--- src/rtl/srs_pkg.sv ---
`default_nettype none

package srs_pkg;

    localparam int JOB_BYTES  = 8;
    localparam int CNT_W      = 4;
    localparam int CFG_IDX_W  = 2;
    localparam int CFG_DATA_W = 64;

    localparam logic [CFG_IDX_W-1:0] CFG_PATTERN_BYTES     = 2'd0;
    localparam logic [CFG_IDX_W-1:0] CFG_PATTERN_LENGTH    = 2'd1;
    localparam logic [CFG_IDX_W-1:0] CFG_REPLACEMENT_BYTES = 2'd2;
    localparam logic [CFG_IDX_W-1:0] CFG_REPLACEMENT_LEN   = 2'd3;

    // one accepted request worth of results: count bytes, oldest in low bits
    typedef struct packed {
        logic [JOB_BYTES*8-1:0] data;
        logic [CNT_W-1:0]       count;
        logic                   last;
    } job_t;

    typedef struct packed {
        logic full;
        logic empty;
    } queue_status_t;

endpackage

`default_nettype wire

--- src/rtl/srs_in_if.sv ---
`default_nettype none

interface srs_in_if;
    logic       valid;
    logic       ready;
    logic [7:0] in_byte;
    logic       in_last;

    modport source (output valid, output in_byte, output in_last, input ready);
    modport sink   (input valid, input in_byte, input in_last, output ready);
endinterface

`default_nettype wire

--- src/rtl/srs_out_if.sv ---
`default_nettype none

interface srs_out_if;
    logic       valid;
    logic       ready;
    logic [7:0] out_byte;
    logic       out_has_byte;
    logic       out_last;

    modport source (output valid, output out_byte, output out_has_byte, output out_last,
                    input ready);
    modport sink   (input valid, input out_byte, input out_has_byte, input out_last,
                    output ready);
endinterface

`default_nettype wire

--- src/rtl/srs_front.sv ---
`default_nettype none

module srs_front #(
    parameter int MAX_PATTERN = 8
) (
    input  wire logic                               clk,
    input  wire logic                               rst_n,
    input  wire logic                               cfg_we,
    input  wire logic [srs_pkg::CFG_IDX_W-1:0]      cfg_index,
    input  wire logic [srs_pkg::CFG_DATA_W-1:0]     cfg_data,
    srs_in_if.sink                                  stream,
    input  wire srs_pkg::queue_status_t             q_status,
    output logic                                    push,
    output srs_pkg::job_t                           job
);

    localparam int FW = $clog2(MAX_PATTERN + 1);
    localparam int CW = srs_pkg::CNT_W;

    logic [63:0]            pattern_reg;
    logic [3:0]             plen_reg;
    logic [63:0]            repl_reg;
    logic [3:0]             rlen_reg;

    logic [MAX_PATTERN*8-1:0] win_reg;
    logic [MAX_PATTERN*8-1:0] win_next;
    logic [FW-1:0]            fill_reg;
    logic [FW-1:0]            fill_next;

    logic [FW-1:0]            fill_c;
    logic [CW-1:0]            f1;
    logic [CW-1:0]            plen;
    logic [CW-1:0]            rlen;
    logic [MAX_PATTERN*8-1:0] w1;
    logic                     match;
    logic                     over;
    logic                     full_eq;
    logic                     use_repl;
    logic [CW-1:0]            k;
    logic                     accept;

    always_ff @(posedge clk or negedge rst_n)
    begin
        if (!rst_n)
        begin
            pattern_reg <= '0;
            plen_reg    <= 4'd1;
            repl_reg    <= '0;
            rlen_reg    <= '0;
        end
        else if (cfg_we)
        begin
            unique case (cfg_index)
                srs_pkg::CFG_PATTERN_BYTES:     pattern_reg <= cfg_data;
                srs_pkg::CFG_PATTERN_LENGTH:    plen_reg    <= cfg_data[3:0];
                srs_pkg::CFG_REPLACEMENT_BYTES: repl_reg    <= cfg_data;
                srs_pkg::CFG_REPLACEMENT_LEN:   rlen_reg    <= cfg_data[3:0];
                default:                        ;
            endcase
        end
    end

    assign stream.ready = !q_status.full;
    assign accept       = stream.valid && stream.ready;

    always_comb
    begin
        fill_c = (fill_reg >= FW'(MAX_PATTERN)) ? FW'(MAX_PATTERN - 1) : fill_reg;
        f1     = CW'(fill_c) + 4'd1;

        if (plen_reg == 4'd0)
            plen = 4'd1;
        else if (plen_reg > CW'(MAX_PATTERN))
            plen = CW'(MAX_PATTERN);
        else
            plen = plen_reg;

        rlen = (rlen_reg > CW'(srs_pkg::JOB_BYTES)) ? CW'(srs_pkg::JOB_BYTES) : rlen_reg;

        for (int i = 0; i < MAX_PATTERN; i++)
            w1[i*8 +: 8] = (FW'(i) == fill_c) ? stream.in_byte : win_reg[i*8 +: 8];

        match = 1'b1;
        for (int i = 0; i < MAX_PATTERN; i++)
            if (CW'(i) < plen && w1[i*8 +: 8] != pattern_reg[i*8 +: 8])
                match = 1'b0;

        over     = f1 > plen;
        full_eq  = f1 == plen;
        use_repl = full_eq && match;

        if (use_repl)
            k = rlen;
        else if (stream.in_last)
            k = f1;
        else if (over)
            k = f1 - plen + 4'd1;
        else if (full_eq)
            k = 4'd1;
        else
            k = '0;

        if (use_repl)
        begin
            win_next  = '0;
            fill_next = '0;
        end
        else
        begin
            win_next  = w1 >> {k, 3'b000};
            fill_next = FW'(f1 - k);
        end

        job.data  = use_repl ? repl_reg : (srs_pkg::JOB_BYTES*8)'(w1);
        job.count = k;
        job.last  = stream.in_last;
        push      = accept && (k != '0 || stream.in_last);
    end

    always_ff @(posedge clk or negedge rst_n)
    begin
        if (!rst_n)
            fill_reg <= '0;
        else if (accept)
            fill_reg <= fill_next;
    end

    always_ff @(posedge clk)
    begin
        if (accept)
            win_reg <= win_next;
    end

endmodule

`default_nettype wire

--- src/rtl/srs_fifo.sv ---
`default_nettype none

module srs_fifo #(
    parameter int DEPTH = 4
) (
    input  wire logic                    clk,
    input  wire logic                    rst_n,
    input  wire logic                    push,
    input  wire srs_pkg::job_t           wr_job,
    input  wire logic                    pop,
    output srs_pkg::job_t                rd_job,
    output srs_pkg::queue_status_t       status
);

    localparam int AW = (DEPTH > 1) ? $clog2(DEPTH) : 1;
    localparam int NW = $clog2(DEPTH + 1);

    srs_pkg::job_t  mem_reg [DEPTH];
    logic [AW-1:0]  wr_ptr_reg;
    logic [AW-1:0]  rd_ptr_reg;
    logic [NW-1:0]  count_reg;
    logic [NW-1:0]  count_next;

    assign status.full  = count_reg == NW'(DEPTH);
    assign status.empty = count_reg == '0;
    assign rd_job       = mem_reg[rd_ptr_reg];

    always_comb
    begin
        count_next = count_reg;
        if (push && !pop)
            count_next = count_reg + 1'b1;
        else if (pop && !push)
            count_next = count_reg - 1'b1;
    end

    always_ff @(posedge clk or negedge rst_n)
    begin
        if (!rst_n)
        begin
            wr_ptr_reg <= '0;
            rd_ptr_reg <= '0;
            count_reg  <= '0;
        end
        else
        begin
            count_reg <= count_next;
            if (push)
                wr_ptr_reg <= (wr_ptr_reg == AW'(DEPTH - 1)) ? '0 : wr_ptr_reg + 1'b1;
            if (pop)
                rd_ptr_reg <= (rd_ptr_reg == AW'(DEPTH - 1)) ? '0 : rd_ptr_reg + 1'b1;
        end
    end

    always_ff @(posedge clk)
    begin
        if (push)
            mem_reg[wr_ptr_reg] <= wr_job;
    end

endmodule

`default_nettype wire

--- src/rtl/srs_back.sv ---
`default_nettype none

module srs_back (
    input  wire logic                    clk,
    input  wire logic                    rst_n,
    input  wire srs_pkg::job_t           rd_job,
    input  wire srs_pkg::queue_status_t  q_status,
    output logic                         pop,
    srs_out_if.source                    result
);

    localparam int CW = srs_pkg::CNT_W;
    localparam int DW = srs_pkg::JOB_BYTES * 8;

    logic           cur_valid_reg;
    logic [DW-1:0]  cur_data_reg;
    logic [CW-1:0]  cur_rem_reg;
    logic           cur_last_reg;

    logic           out_valid_reg;
    logic [7:0]     out_byte_reg;
    logic           out_has_reg;
    logic           out_last_reg;

    logic           load_ok;
    logic           emit;
    logic           finish;

    assign load_ok = !out_valid_reg || result.ready;
    assign emit    = cur_valid_reg && load_ok;
    assign finish  = emit && cur_rem_reg <= 4'd1;
    assign pop     = !q_status.empty && (!cur_valid_reg || finish);

    always_ff @(posedge clk or negedge rst_n)
    begin
        if (!rst_n)
        begin
            cur_valid_reg <= 1'b0;
            out_valid_reg <= 1'b0;
        end
        else
        begin
            if (pop)
                cur_valid_reg <= 1'b1;
            else if (finish)
                cur_valid_reg <= 1'b0;
            if (load_ok)
                out_valid_reg <= emit;
        end
    end

    always_ff @(posedge clk)
    begin
        if (pop)
        begin
            cur_data_reg <= rd_job.data;
            cur_rem_reg  <= rd_job.count;
            cur_last_reg <= rd_job.last;
        end
        else if (emit)
        begin
            cur_data_reg <= cur_data_reg >> 8;
            cur_rem_reg  <= cur_rem_reg - 1'b1;
        end

        if (emit)
        begin
            out_has_reg  <= cur_rem_reg != '0;
            out_byte_reg <= (cur_rem_reg != '0) ? cur_data_reg[7:0] : 8'd0;
            out_last_reg <= cur_last_reg && cur_rem_reg <= 4'd1;
        end
    end

    assign result.valid        = out_valid_reg;
    assign result.out_byte     = out_byte_reg;
    assign result.out_has_byte = out_has_reg;
    assign result.out_last     = out_last_reg;

endmodule

`default_nettype wire

--- src/rtl/substring_replace_stream_core.sv ---
`default_nettype none

// Streaming find-and-replace on a byte string, one byte per request, the final byte
// flagged. A window of up to pattern_length bytes is held; a full window equal to
// the pattern is replaced (leftmost, non-overlapping), otherwise the oldest byte
// passes through, and the tail is flushed on the final byte. A string end that
// yields no byte gives one result with out_has_byte low. The front takes one
// request per cycle while the job queue (QUEUE_DEPTH entries) has room; the back
// sends one result per cycle while the output is accepted. A request yields one
// result for plain pass-through and up to eight for a replacement or a flush,
// and the queue absorbs the difference. The user must write configuration only
// while the block is idle; the block itself does not enforce this.
module substring_replace_stream_core #(
    parameter int MAX_PATTERN = 8,
    parameter int QUEUE_DEPTH = 4
) (
    input  wire logic                               clk,
    input  wire logic                               rst_n,
    input  wire logic                               cfg_we,
    input  wire logic [srs_pkg::CFG_IDX_W-1:0]      cfg_index,
    input  wire logic [srs_pkg::CFG_DATA_W-1:0]     cfg_data,
    srs_in_if.sink                                  stream,
    srs_out_if.source                               result
);

    srs_pkg::job_t          wr_job;
    srs_pkg::job_t          rd_job;
    srs_pkg::queue_status_t q_status;
    logic                   push;
    logic                   pop;

    srs_front #(
        .MAX_PATTERN (MAX_PATTERN)
    ) u_front (
        .clk       (clk),
        .rst_n     (rst_n),
        .cfg_we    (cfg_we),
        .cfg_index (cfg_index),
        .cfg_data  (cfg_data),
        .stream    (stream),
        .q_status  (q_status),
        .push      (push),
        .job       (wr_job)
    );

    srs_fifo #(
        .DEPTH (QUEUE_DEPTH)
    ) u_fifo (
        .clk    (clk),
        .rst_n  (rst_n),
        .push   (push),
        .wr_job (wr_job),
        .pop    (pop),
        .rd_job (rd_job),
        .status (q_status)
    );

    srs_back u_back (
        .clk      (clk),
        .rst_n    (rst_n),
        .rd_job   (rd_job),
        .q_status (q_status),
        .pop      (pop),
        .result   (result)
    );

endmodule

`default_nettype wire
--- src/flat_wrapper.sv ---
// flat-port wrapper written by rule: the top's interface ports become plain ports
module substring_replace_stream_core_flat 
#(
    parameter int MAX_PATTERN = 8,
    parameter int QUEUE_DEPTH = 4
)
  (clk, rst_n, cfg_we, cfg_index, cfg_data, stream_valid, stream_in_byte, stream_in_last, stream_ready, result_valid, result_out_byte, result_out_has_byte, result_out_last, result_ready);
  srs_in_if stream_i ();
  srs_out_if result_i ();
  input  wire logic clk;
  input  wire logic rst_n;
  input  wire logic cfg_we;
  input  wire logic [srs_pkg::CFG_IDX_W-1:0] cfg_index;
  input  wire logic [srs_pkg::CFG_DATA_W-1:0] cfg_data;
  input wire logic [$bits(stream_i.valid)-1:0] stream_valid;
  input wire logic [$bits(stream_i.in_byte)-1:0] stream_in_byte;
  input wire logic [$bits(stream_i.in_last)-1:0] stream_in_last;
  output wire logic [$bits(stream_i.ready)-1:0] stream_ready;
  output wire logic [$bits(result_i.valid)-1:0] result_valid;
  output wire logic [$bits(result_i.out_byte)-1:0] result_out_byte;
  output wire logic [$bits(result_i.out_has_byte)-1:0] result_out_has_byte;
  output wire logic [$bits(result_i.out_last)-1:0] result_out_last;
  input wire logic [$bits(result_i.ready)-1:0] result_ready;
  assign stream_i.valid = stream_valid;
  assign stream_i.in_byte = stream_in_byte;
  assign stream_i.in_last = stream_in_last;
  assign stream_ready = stream_i.ready;
  assign result_valid = result_i.valid;
  assign result_out_byte = result_i.out_byte;
  assign result_out_has_byte = result_i.out_has_byte;
  assign result_out_last = result_i.out_last;
  assign result_i.ready = result_ready;
  substring_replace_stream_core #(.MAX_PATTERN(MAX_PATTERN), .QUEUE_DEPTH(QUEUE_DEPTH)) u_core (.clk(clk), .rst_n(rst_n), .cfg_we(cfg_we), .cfg_index(cfg_index), .cfg_data(cfg_data), .stream(stream_i), .result(result_i));
endmodule
--- config.mk ---
export PLATFORM = sky130hd
export DESIGN_NAME = substring_replace_stream_core_flat
export DESIGN_NICKNAME = d
export VERILOG_FILES = /design/src/rtl/srs_pkg.sv /design/src/rtl/srs_in_if.sv /design/src/rtl/srs_out_if.sv /design/src/rtl/srs_front.sv /design/src/rtl/srs_fifo.sv /design/src/rtl/srs_back.sv /design/src/rtl/substring_replace_stream_core.sv /design/src/flat_wrapper.sv
export SDC_FILE = /design/constraint.sdc
export NUM_CORES = 1
export LEC_CHECK = 0
export BUFFER_PORTS_ARGS = -buffer_cell sky130_fd_sc_hd__buf_2
export CORE_UTILIZATION = 55
export DETAILED_ROUTE_END_ITERATION = 12
export HOLD_SLACK_MARGIN = 0.06
export PLACE_DENSITY = 0.72
export SYNTH_ARGS = -nofsm -noshare
export SYNTH_HDL_FRONTEND = slang
export SYNTH_SLANG_ARGS = --single-unit
--- constraint.sdc ---
create_clock -name clk -period 8.1 [get_ports clk]
set_input_delay 0.405 -clock clk [delete_from_list [all_inputs] [get_ports clk]]
set_output_delay 0.405 -clock clk [all_outputs]
set_load 0.05 [all_outputs]
======== Word level (Yosys, flattened, before mapping) ========
Memories as Yosys holds them, arrays and structs flattened.
Cells that the tools add are included.
W data, S select, Z words.
word-level totals
  register bits after elaboration ......... 292
  bits in writable memories ............... 276
  input port bits ......................... 80
  output and inout port bits .............. 12
  logic and storage cells ................. 140
  memories kept ........................... 1
cells by class
  add/sub/neg operators ................... 9
  $lt $le $gt $ge ......................... 13
  equal/unequal tests ..................... 22
  shifts and indexed selects .............. 1
  muxes and demuxes ....................... 38
  reductions and logical operators ........ 39
memories
  memory                 depth  bits a word  rd ports  clocked after Yosys merged registers in  wr ports  RTL line        source
  u_core.u_fifo.mem_reg  4      69           1         0                                        1         srs_fifo.sv:18  srs_pkg::job_t mem_reg [DEPTH];
operators with widths
  operator               count
  $mux W64               3
  $mux W8                8
  $ne A8 B8 Y1           8
  $shr A64 B7 Y64        1
  $mux W4                10
  $logic_and A1 B1 Y1    17
  $eq A3 B4 Y1 const A   4
  $lt A3 B4 Y1 const A   4
  $mux W1                13
  $add A4 B1 Y4 const B  2
  $eq A2 B2 Y1 const B   4
  $eq A2 B4 Y1 const A   2
  $gt A4 B4 Y1 const B   2
  $logic_not A4 Y1       2
  $lt A1 B4 Y1 const A   2
  $lt A2 B4 Y1 const A   2
  $reduce_and A2 Y1      4
  $reduce_bool A4 Y1     2
  $sub A4 B4 Y4          2
  $logic_not A1 Y1       6
  $mux W3                2
  $reduce_bool A2 Y1     3
  $add A2 B1 Y2 const B  2
  $eq A1 B4 Y1 const A   1
  13 further kinds       16

======== Longest topological paths before layout ========
Gate-level depths: netlist (run 1).
  depth after elaboration ................. 23
  mapped depth ............................ 23
  mapped depth without buffers ............ 19

======== Hierarchy ========
A second synthesis (run 1) with hierarchy kept.
unflattened totals
  cells, all modules ...................... 1,740
  area, all modules ....................... 26,087.5 sq um
by module, submodules not included
  module     instances  cells each  area each (sq um)
  srs_front  1          1,155       12,174.2
  srs_fifo   1          398         10,447.5
  srs_back   1          187         3,465.8

======== Least setup slack after synthesis (run 1) ========
No wires, ideal clock.
  path type ............................... reg2reg
  from .................................... register u_core.u_front.fill_reg[3]
  to ...................................... memory u_core.u_fifo.mem_reg[0][0] (netlist bit), enable pin
  setup time .............................. 0.435 ns
  arrival time ............................ 5.472 ns
  required time ........................... 7.665 ns
  setup slack ............................. 2.193 ns
  stages on the path, launching flop included .. 16
  path buffers ............................ 2
  period minus slack after synthesis ...... 5.907 ns
  cell sequence ........................... dfrtp_1 buf_2 buf_2 or2_2 ha_1 ha_1 and4_1 a21boi_0 nor4b_1 nand4_1 nor4_2 nand2_1 mux2_2 inv_2 o41a_1 and2_1
on the way
  longest elaborated chain between the ends .. 21
  elaborated cells on any way between the ends .. 57
RTL lines
  element                                                                 RTL line                             source
  from (decl)                                                             srs_front.sv:27                      logic [FW-1:0] fill_reg;
  from (signal assigned)                                                  srs_front.sv:125                     fill_reg <= fill_next;
  $ge A4 B4 Y1                                                            srs_front.sv:68                      fill_c = (fill_reg >= FW'(MAX_PATTERN)) ? FW'(MAX_PATTERN - 1) : fill_reg;
  $mux W4 (*)                                                             srs_front.sv:68
  parallel branches: the longest is 13 deep, another holds $add A4 B1 Y4  --
  $mux W4 (*)                                                             srs_front.sv:92                      if (use_repl)
  $reduce_bool A4 Y1 (*)                                                  srs_front.sv:117                     push = accept && (k != '0 || stream.in_last);
  $logic_or A1 B1 Y1 (*)                                                  srs_front.sv:117
  $logic_and A1 B1 Y1 (*)                                                 srs_front.sv:117
  named net u_core.push                                                   substring_replace_stream_core.sv:29  logic push;
  $mux W1 (*)                                                             srs_fifo.sv:57                       if (push)
  $mux W1 (not written as such) (*)                                       srs_fifo.sv:58                       mem_reg[wr_ptr_reg] <= wr_job;
  to (decl)                                                               srs_fifo.sv:18
Mark *: on every way through the listed nets, which the timed path passes.

======== Worst setup path in the final report (run 1) ========
  from .................................... register u_core.u_front.fill_reg[3]
  to ...................................... memory u_core.u_fifo.mem_reg[3][45] (netlist bit), enable pin
Same word-level chain as after synthesis.

==> impl_results.md, run 1 <==
- Largest driver fanout on the critical path: 69
- Commonest cells after routing, fill and taps aside: sky130_fd_sc_hd__edfxtp_1, sky130_fd_sc_hd__mux2_2, sky130_fd_sc_hd__dfrtp_1
- Tightest Hold Check Type: input pin to register
- Floorplan row count: 80
- Required time of the critical path: 8.33 ns
- Total power draw: 13.7 mW
- Global routing met1 resource utilization: between 40% and 50%
- Number of nets still failing antenna checks after routing: 0
- TritonCTS Sinks: approximately 570
- Final critical delay including setup and external delays: between 6 and 7 ns
- Drc violations: 0
- Largest net degree at the start of global routing: between 90 and 100
- Worst Tran Pin Value: 1.11 ns
- Number of buffers added by the clock tree synthesis step: 57
- Synthesized instance count: ~2000
- Antenna violations before repair: 1
- Met2 GRT Util: 50.3%
- Final estimated routing congestion in global placement: between 0.9 and 1
- Warnings, synthesis: 0
- Clock Root Buffer: sky130_fd_sc_hd__clkbuf_16
- Drt first pass iters: 9
- Fin crit share: between 80% and 90%
- Count of nets after finishing: 2175
- Violation count after the first detailed-route iteration: approximately 1900
- DIE AREA: just under 50000 um^2
- Core region area: ~48000 um^2
- Largest vdd supply drop: a little under 600 uV
- Vias in the first global route: around 18000
- Longest Clk Path Bufs: 3
- Met3 track demand over resource: ~6.6%
- Post-synthesis instance area: 26700 um^2
- Setup Total Neg Slack: 0 ns
- Chip Height: 222 um
- Number of primary I/O pins: between 90 and 100
- Commonest non-fill, non-tap cell in the layout: sky130_fd_sc_hd__edfxtp_1
- Power density over the cells: 450 nW/um^2
- Total vias in the final route: 17896
- Max-slew headroom at the worst pin: 26.3%
- Flip-flop and latch count after synthesis: between 500 and 600
- Max Fclk: ~0.15 GHz
- CP Capture Type: register
- Deepest level of the CTS H-tree: 2
- Number of enable flip-flop cells after synthesis: 419
- Result of the run: finished, final reports clean
- Flip-flop count of the largest register after layout: between 200 and 300
- GRT Residual Overflow: 0
- Leakage: around 11 nW
- Max Transition Viols Final: 0
- Fraction of final layout cells with drive strength greater than 1: between 20% and 30%
- Initial standard-cell utilization of the core: between 50% and 60%
- Syn nets: around 2100
- Max capacitance violation total: 0
- Final setup skew: roughly 0.02 ns
- Horizontal die dimension: approximately 220 um
- DP HPWL: roughly 54000 um
- Average footprint of a synthesized cell: ~14 um^2
- Global-route wire length before repair: roughly 120000 um
- GRT Util Overall: between 30% and 40%
- Number of buffers inserted by port buffering: 91
- Post-detailed-route wirelength per cell: 29.0 um
- Clock tree from TritonCTS: done
- Number of endpoints failing setup at the final stage: 0
- Area overhead of the layout relative to synthesis: 13.6%
- Main synth FF type: sky130_fd_sc_hd__edfxtp_1
- Worst skew pair latency: ~0.63 ns
- Overall routed net length: ~80000 um
- Number of inserted diodes: 0
- Post-synth ARST share: 26.2%
- Share of the yosys chip area belonging to registers: roughly three fifths
- Final hold violation count: 0
- Detailed-route vias per instance: between 6 and 7
- CP Data Arrival Time: 7.04 ns
- Setup crit start kind: register
- Gr busiest metal: met2
- Number of distinct library cells after synthesis: 90
- Unrepaired setup endpoints after global routing: no
- Postcts setup bufs: 0
- Critical path type: register to register
- Clock slew seen by the registers of the worst setup and hold paths: about 0.070 ns
## where the power goes
group	internal [mW]	leakage, nW	switching (mW)
clock network	1.69	0.985	1.17
logic	2.01	4.48	3.73
registers	4.51	5.73	0.571
total	8.21	11.2	5.47
## timing repair
| item | in CTS | in global routing |
|---|---|---|
| resized for setup | 0 | 0 |
| hold endpoints to repair | 182 | 0 |
| hold buffers | 52 | 0 |
| setup endpoints to repair | 0 | 0 |
## stage by stage
step / hold slack [ns] / instances / worst slack (ns) / area (um^2) / utilization [%]
after global placement: 0.487 / 2576 / 1.67 / 27800 / 58.1
after CTS: 0.0607 / 2736 / 1.39 / 30400 / 63.5
after floorplan: 0.109 / 1959 / 2.19 / 26700 / -
final: 0.0716 / 2736 / 1.29 / 30400 / 63.5
after detailed placement: 0.493 / 2576 / 1.48 / 27800 / 58.1
after global routing: 0.0673 / 2736 / 0.907 / 30400 / 63.5
## cell type report
type	instances	area, um^2
fill	3567	17500
timing repair buffer	176	1230
inverter	59	224
sequential	568	16300
tap	615	769
clock buffer	71	1540
multi-input combinational	1210	9770
clock inverter	37	528
## logic make-up (layout without fill, tap and decap cells)
family	Yosys count	count (layout)	share of synthesized area (%)
muxes	300	300	15.3
and+or+nand+nor	441	441	8.08
xor gates and xnor gates	68	68	2.23
AOI/OAI and AO/OA	378	378	9.52
adders and majority gates	23	23	1.19
buffers and inverters	181	343	2.68
DFF	568	568	61.0
## critical path, cell delays in order, from the launching register on
cell and delay [ns]:
sky130_fd_sc_hd__dfrtp_1 0.72, sky130_fd_sc_hd__or2_2 0.23, sky130_fd_sc_hd__ha_1 0.49, sky130_fd_sc_hd__mux2i_1 0.74
sky130_fd_sc_hd__xor2_1 0.21, sky130_fd_sc_hd__nand4_1 0.10, sky130_fd_sc_hd__o21ai_0 0.32, sky130_fd_sc_hd__nand4_1 0.23
sky130_fd_sc_hd__nor4_2 0.55, sky130_fd_sc_hd__nand2_1 0.31, sky130_fd_sc_hd__mux2_2 0.57, sky130_fd_sc_hd__inv_2 0.50
sky130_fd_sc_hd__o41a_1 0.45, sky130_fd_sc_hd__and2_4 0.94
## final timing paths
| kind | start | end | slack (ns) | cells past startpoint |
|---|---|---|---|---|
| worst min-delay path | cfg_data[35] | u_core.u_front.repl_reg[35] | 0.07 | 2 |
| worst min register to register | u_core.u_front.repl_reg[58] | u_core.u_front.repl_reg[58] | 0.51 | 1 |
| min in group asynchronous | rst_n | u_core.u_front.repl_reg[1] | 0.40 | 2 |
| worst max register to register | u_core.u_front.fill_reg[3] | u_core.u_fifo.mem_reg[3][45] | 1.29 | 13 |
| max in group asynchronous | rst_n | u_core.u_fifo.rd_ptr_reg[0] | 6.31 | 3 |
| worst max-delay path | u_core.u_front.fill_reg[3] | u_core.u_fifo.mem_reg[3][45] | 1.29 | 13 |
## cell usage after synthesis (10+ instances only)
| cell type | number | area share, % |
|---|---|---|
| sky130_fd_sc_hd__buf_2 | 12 | 0.22 |
| sky130_fd_sc_hd__buf_1 | 11 | 0.15 |
| sky130_fd_sc_hd__nor2b_1 | 15 | 0.35 |
| sky130_fd_sc_hd__o211ai_1 | 16 | 0.45 |
| sky130_fd_sc_hd__nand2_1 | 125 | 1.8 |
| sky130_fd_sc_hd__nand3_1 | 33 | 0.62 |
| sky130_fd_sc_hd__a221oi_1 | 13 | 0.43 |
| sky130_fd_sc_hd__a21oi_1 | 107 | 2.0 |
| sky130_fd_sc_hd__dfrtp_1 | 148 | 14 |
| sky130_fd_sc_hd__a22oi_1 | 10 | 0.28 |
| sky130_fd_sc_hd__and2_1 | 34 | 0.80 |
| sky130_fd_sc_hd__o221ai_1 | 20 | 0.66 |
| sky130_fd_sc_hd__or3_1 | 14 | 0.33 |
| sky130_fd_sc_hd__xor2_1 | 34 | 1.1 |
| sky130_fd_sc_hd__o21ai_0 | 62 | 1.2 |
| sky130_fd_sc_hd__clkbuf_1 | 95 | 1.3 |
| sky130_fd_sc_hd__nor3_1 | 17 | 0.32 |
| sky130_fd_sc_hd__mux2_2 | 177 | 7.5 |
| sky130_fd_sc_hd__xnor2_1 | 34 | 1.1 |
| sky130_fd_sc_hd__inv_1 | 56 | 0.79 |
| sky130_fd_sc_hd__nand4_1 | 10 | 0.23 |
| sky130_fd_sc_hd__a31oi_1 | 25 | 0.59 |
| sky130_fd_sc_hd__mux2i_1 | 54 | 2.0 |
| sky130_fd_sc_hd__nor2_1 | 138 | 1.9 |
| sky130_fd_sc_hd__nand2b_1 | 13 | 0.30 |
| sky130_fd_sc_hd__ha_1 | 19 | 0.89 |
| sky130_fd_sc_hd__edfxtp_1 | 419 | 47 |
| sky130_fd_sc_hd__mux4_2 | 69 | 5.8 |
| sky130_fd_sc_hd__o22ai_1 | 16 | 0.37 |
## layer usage
metal  routed length, um  up-vias
met5                   0        -
met4                3560        0
met3                6950      196
met2               36600      896
met1               32100     9089
li1                    -     7715
(Power assumes the default switching activity.)
==> run 2, diff against run 1 <==
--- a/config.mk
+++ b/config.mk
@@ -9,7 +9,7 @@
 export CORE_UTILIZATION = 55
 export DETAILED_ROUTE_END_ITERATION = 12
 export HOLD_SLACK_MARGIN = 0.06
-export PLACE_DENSITY = 0.72
+export PLACE_DENSITY = 0.75
 export SYNTH_ARGS = -nofsm -noshare
 export SYNTH_HDL_FRONTEND = slang
 export SYNTH_SLANG_ARGS = --single-unit
==> constraint.sdc (replaced) <==
create_clock -name clk -period 6.1 [get_ports clk]
set_input_delay 0.305 -clock clk [delete_from_list [all_inputs] [get_ports clk]]
set_output_delay 0.305 -clock clk [all_outputs]
set_load 0.05 [all_outputs]
==> run 2 against run 1 <==
  * Power is 32% higher
  * Via count rose by 3.1%
  * Cell count grew 1.9%
  * Design area rose by 0.88%
  * Largest cell class unchanged
  * Largest power group unchanged
  * Sequential cell count did not move
  * Die area did not move
==> impl_results.md, run 2 (synthesis gave the netlist of run 1 again) <==
- Result of the run: finished, final reports clean
- Cell breakdown of the critical path: or2_2, ha_1, ha_1, and4_1, a21boi_0, nor4b_1, nand4_1, or4_4, nor3_4, nor2_4, inv_4, buf_4, a21oi_1, o221ai_1, o2111ai_1
- Max-slew headroom at the worst pin: 25.4% (-0.87 points)
- Unrepaired setup endpoints after global routing: no
- Leakage: 11.4 nW (+1.7%)
- Chip Height: 222 um (unchanged)
- Overall routed net length: 80100 um (+1.1%)
- Initial standard-cell utilization of the core: 55.9% (unchanged)
- Max Transition Viols Final: 0 (unchanged)
- Antenna violations before repair: 0 (-1)
- Proportion of power drawn by combinational gates: 42.9% (+0.9 points)
- Number of endpoints failing setup at the final stage: 0 (unchanged)
- Start point of the critical path: u_core.u_front.fill_reg[2]
- GRT Residual Overflow: 0 (unchanged)
- Count of nets after finishing: 2227 (+2.4%)
- Core region area: 47800 um^2 (unchanged)
- Largest incremental delay on the critical path: 0.62 ns (-0.32 ns)
- Flip-flop count of the largest register after layout: 276 (unchanged)
- Part of the total power dissipated in sequential elements: 37.5% (+0.4 points)
- Worst R2R Path Depth: 15 (+2)
- Required time of the critical path: 6.41 ns (-1.92 ns)
- Number of inserted diodes: 0 (unchanged)
- Drt first pass iters: 8 (-1)
- Setup crit start kind: register
- Area overhead of the layout relative to synthesis: 14.6%
- Max capacitance violation total: 0 (unchanged)
- Largest net degree at the start of global routing: 85 (-12%)
- Fin crit share: 96.5% (+12 points)
- Internal cell power: 10.8 mW (+32%)
- Net load switching power: 7.27 mW (+33%)
- Part of the total power dissipated in the clock network: 19.6% (-1.3 points)
- DP HPWL: 54500 um (+1.0%)
- Post-detailed-route wirelength per cell: 28.7 um (-0.77%)
- Total vias in the final route: 18444 (+3.1%)
- Floorplan row count: 80 (unchanged)
- Reg2reg start: u_core.u_front.fill_reg[2]
- CP dominant cell by count: sky130_fd_sc_hd__ha_1
- Final setup skew: 0.0374 ns (+0.0179 ns)
- Critical path capture point: u_core.u_front.win_reg[8]
- Setup slack of the worst register-to-register path: 0.22 ns (-1.07 ns)
- Filler instances: 3409 (-4.4%)
- Largest driver fanout on the critical path: 49 (-29%)
- Max Fclk: 0.170 GHz (+16%)
- Hold slack final: 0.152 ns (+0.0804 ns)
- Commonest non-fill, non-tap cell in the layout: sky130_fd_sc_hd__edfxtp_1
- Vias in the first global route: 18256 (+1.3%)
- Worst Tran Pin Value: 1.12 ns (+0.0118 ns)
- Worst skew pair latency: 0.63 ns (about the same)
- Tightest Hold Check Type: input pin to register
- Global-route wire length before repair: 119000 um (+1.7%)
- Setup Total Neg Slack: 0 ns (unchanged)
- Critical path type: register to register
- Longest Clk Path Bufs: 3 (unchanged)
- Final critical delay including setup and external delays: 5.88 ns (-0.928 ns)
- Number of buffers added by the clock tree synthesis step: 57 (unchanged)
- Clock Root Buffer: sky130_fd_sc_hd__clkbuf_16
- DIE AREA: 49500 um^2 (unchanged)
- Largest vdd supply drop: 476 uV (-18%)
- Number of primary I/O pins: 92 (unchanged)
- Clock slew seen by the registers of the worst setup and hold paths: 0.07 ns (about the same)
- TritonCTS Sinks: 568 (unchanged)
- Clock tree from TritonCTS: done
- Number of buffers inserted by port buffering: 91 (unchanged)
- Power density over the cells: 590 nW/um^2 (+31%)
- Final hold violation count: 0 (unchanged)
- CP Capture Type: register
- Drc violations: 0 (unchanged)
- Detailed-route vias per instance: 6.62 (+1.1%)
- Violation count after the first detailed-route iteration: 1944 (+2.5%)
- Final estimated routing congestion in global placement: 1.03 (+3.2%)
- Sw Ratio: 40.2% (+0.18 points)
- Slowest CP cell: sky130_fd_sc_hd__or4_4
- Number of nets still failing antenna checks after routing: 0 (unchanged)
- Commonest cells after routing, fill and taps aside: sky130_fd_sc_hd__edfxtp_1, sky130_fd_sc_hd__mux2_2, sky130_fd_sc_hd__dfrtp_1
- CP Data Arrival Time: 6.19 ns (-0.85 ns)
- Horizontal die dimension: 222 um (unchanged)
- Reg2reg end: u_core.u_front.win_reg[8]
- Fraction of final layout cells with drive strength greater than 1: 25.0% (+1.2 points)
- GRT Util Overall: 32.8% (+0.48 points)
- Deepest level of the CTS H-tree: 2 (unchanged)
==> run 2: changes by cell type in the layout (fill, tap and decap cells not counted), sizes merged <==
| cell | change |
|---|---|
| clkinv | +4 |
| inv | +3 |
| clkinvlp | -1 |
| dlygate4sd3 | +14 |
| buf | +37 |
| and2 | +1 |
| bufinv | -6 |
==> run 2: area by class of cell <==
class / count / area (um^2) / area share, %
sequential: 568 / 16300 / 53.3
clock buffer: 71 / 1550 / 5.06
inverter: 59 / 224 / 0.731
clock inverter: 37 / 349 / 1.14
timing repair buffer: 227 / 1650 / 5.38
tap: 615 / 769 / 2.51
multi-input combinational: 1211 / 9780 / 31.9
==> run 2: per-layer routing <==
layer / vias to the layer above / part of all wire (%) / track usage [%] / wire length [um]
met2: 1032 / 46 / 50.2 / 36800
met5: - / 0 / 0 / 0
li1: 7826 / - / - / -
met4: 0 / 4.9 / 15.1 / 3900
met1: 9356 / 39 / 45.0 / 31600
met3: 230 / 9.8 / 7.35 / 7850
==> run 2: power by group through the flow <==
stage | registers (mW) | logic (mW) | clock network, mW
final | 6.78 | 7.76 | 3.54
after global routing | 6.88 | 8.18 | 3.72
after CTS | 6.76 | 7.55 | 3.56
after detailed placement | 6.82 | 7.47 | 0
after global placement | 6.77 | 7.40 | 0
after floorplan | 6.42 | 4.94 | 0
==> run 2: worst min path at each step <==
stage	from	to	depth (start not counted)
floorplan	rst_n	u_core.u_back.cur_valid_reg	0
global placement	rst_n	u_core.u_front.repl_reg[2]	1
detailed placement	rst_n	u_core.u_front.repl_reg[2]	1
CTS	stream_in_last	u_core.u_fifo.mem_reg[1][0]	1
global route	stream_in_last	u_core.u_fifo.mem_reg[1][0]	1
finish	stream_in_last	u_core.u_fifo.mem_reg[1][0]	1
==> run 2: worst max-delay path: cells and delay by family (launching register included) <==
kind | cells | cell delay [ns]
buffers and inverters | 2 | 0.59
adder cells (fa/ha/maj) | 2 | 0.71
AND/OR/NAND/NOR | 7 | 2.41
AO/OA/AOI/OAI | 4 | 1.27
flip-flops | 1 | 0.57
==> run 2: repair_timing <==
| action | in CTS | in global routing |
|---|---|---|
| endpoints found under the setup margin | 8 | 209 |
| hold endpoints to repair | 220 | 0 |
| hold buffers | 66 | 0 |
| resized for setup | 1 | 4 |
| cloned | 0 | 1 |
| pin swaps | 0 | 1 |
| setup buffers | 0 | 0 |
==> run 2: stage by stage <==
stage          instances  power (mW)  instance area, um^2  util, %  setup slack [ns]
2_1_floorplan       1959        11.4                26700        -             0.193
3_3_place_gp        2613        14.2                28100     58.6             0.190
3_5_place_dp        2613        14.3                28100     58.6            0.0629
4_1_cts             2787        17.9                30600     64.0             0.211
5_1_grt             2788        18.8                30600     64.0            0.0566
6_report            2788        18.1                30600     64.0             0.216
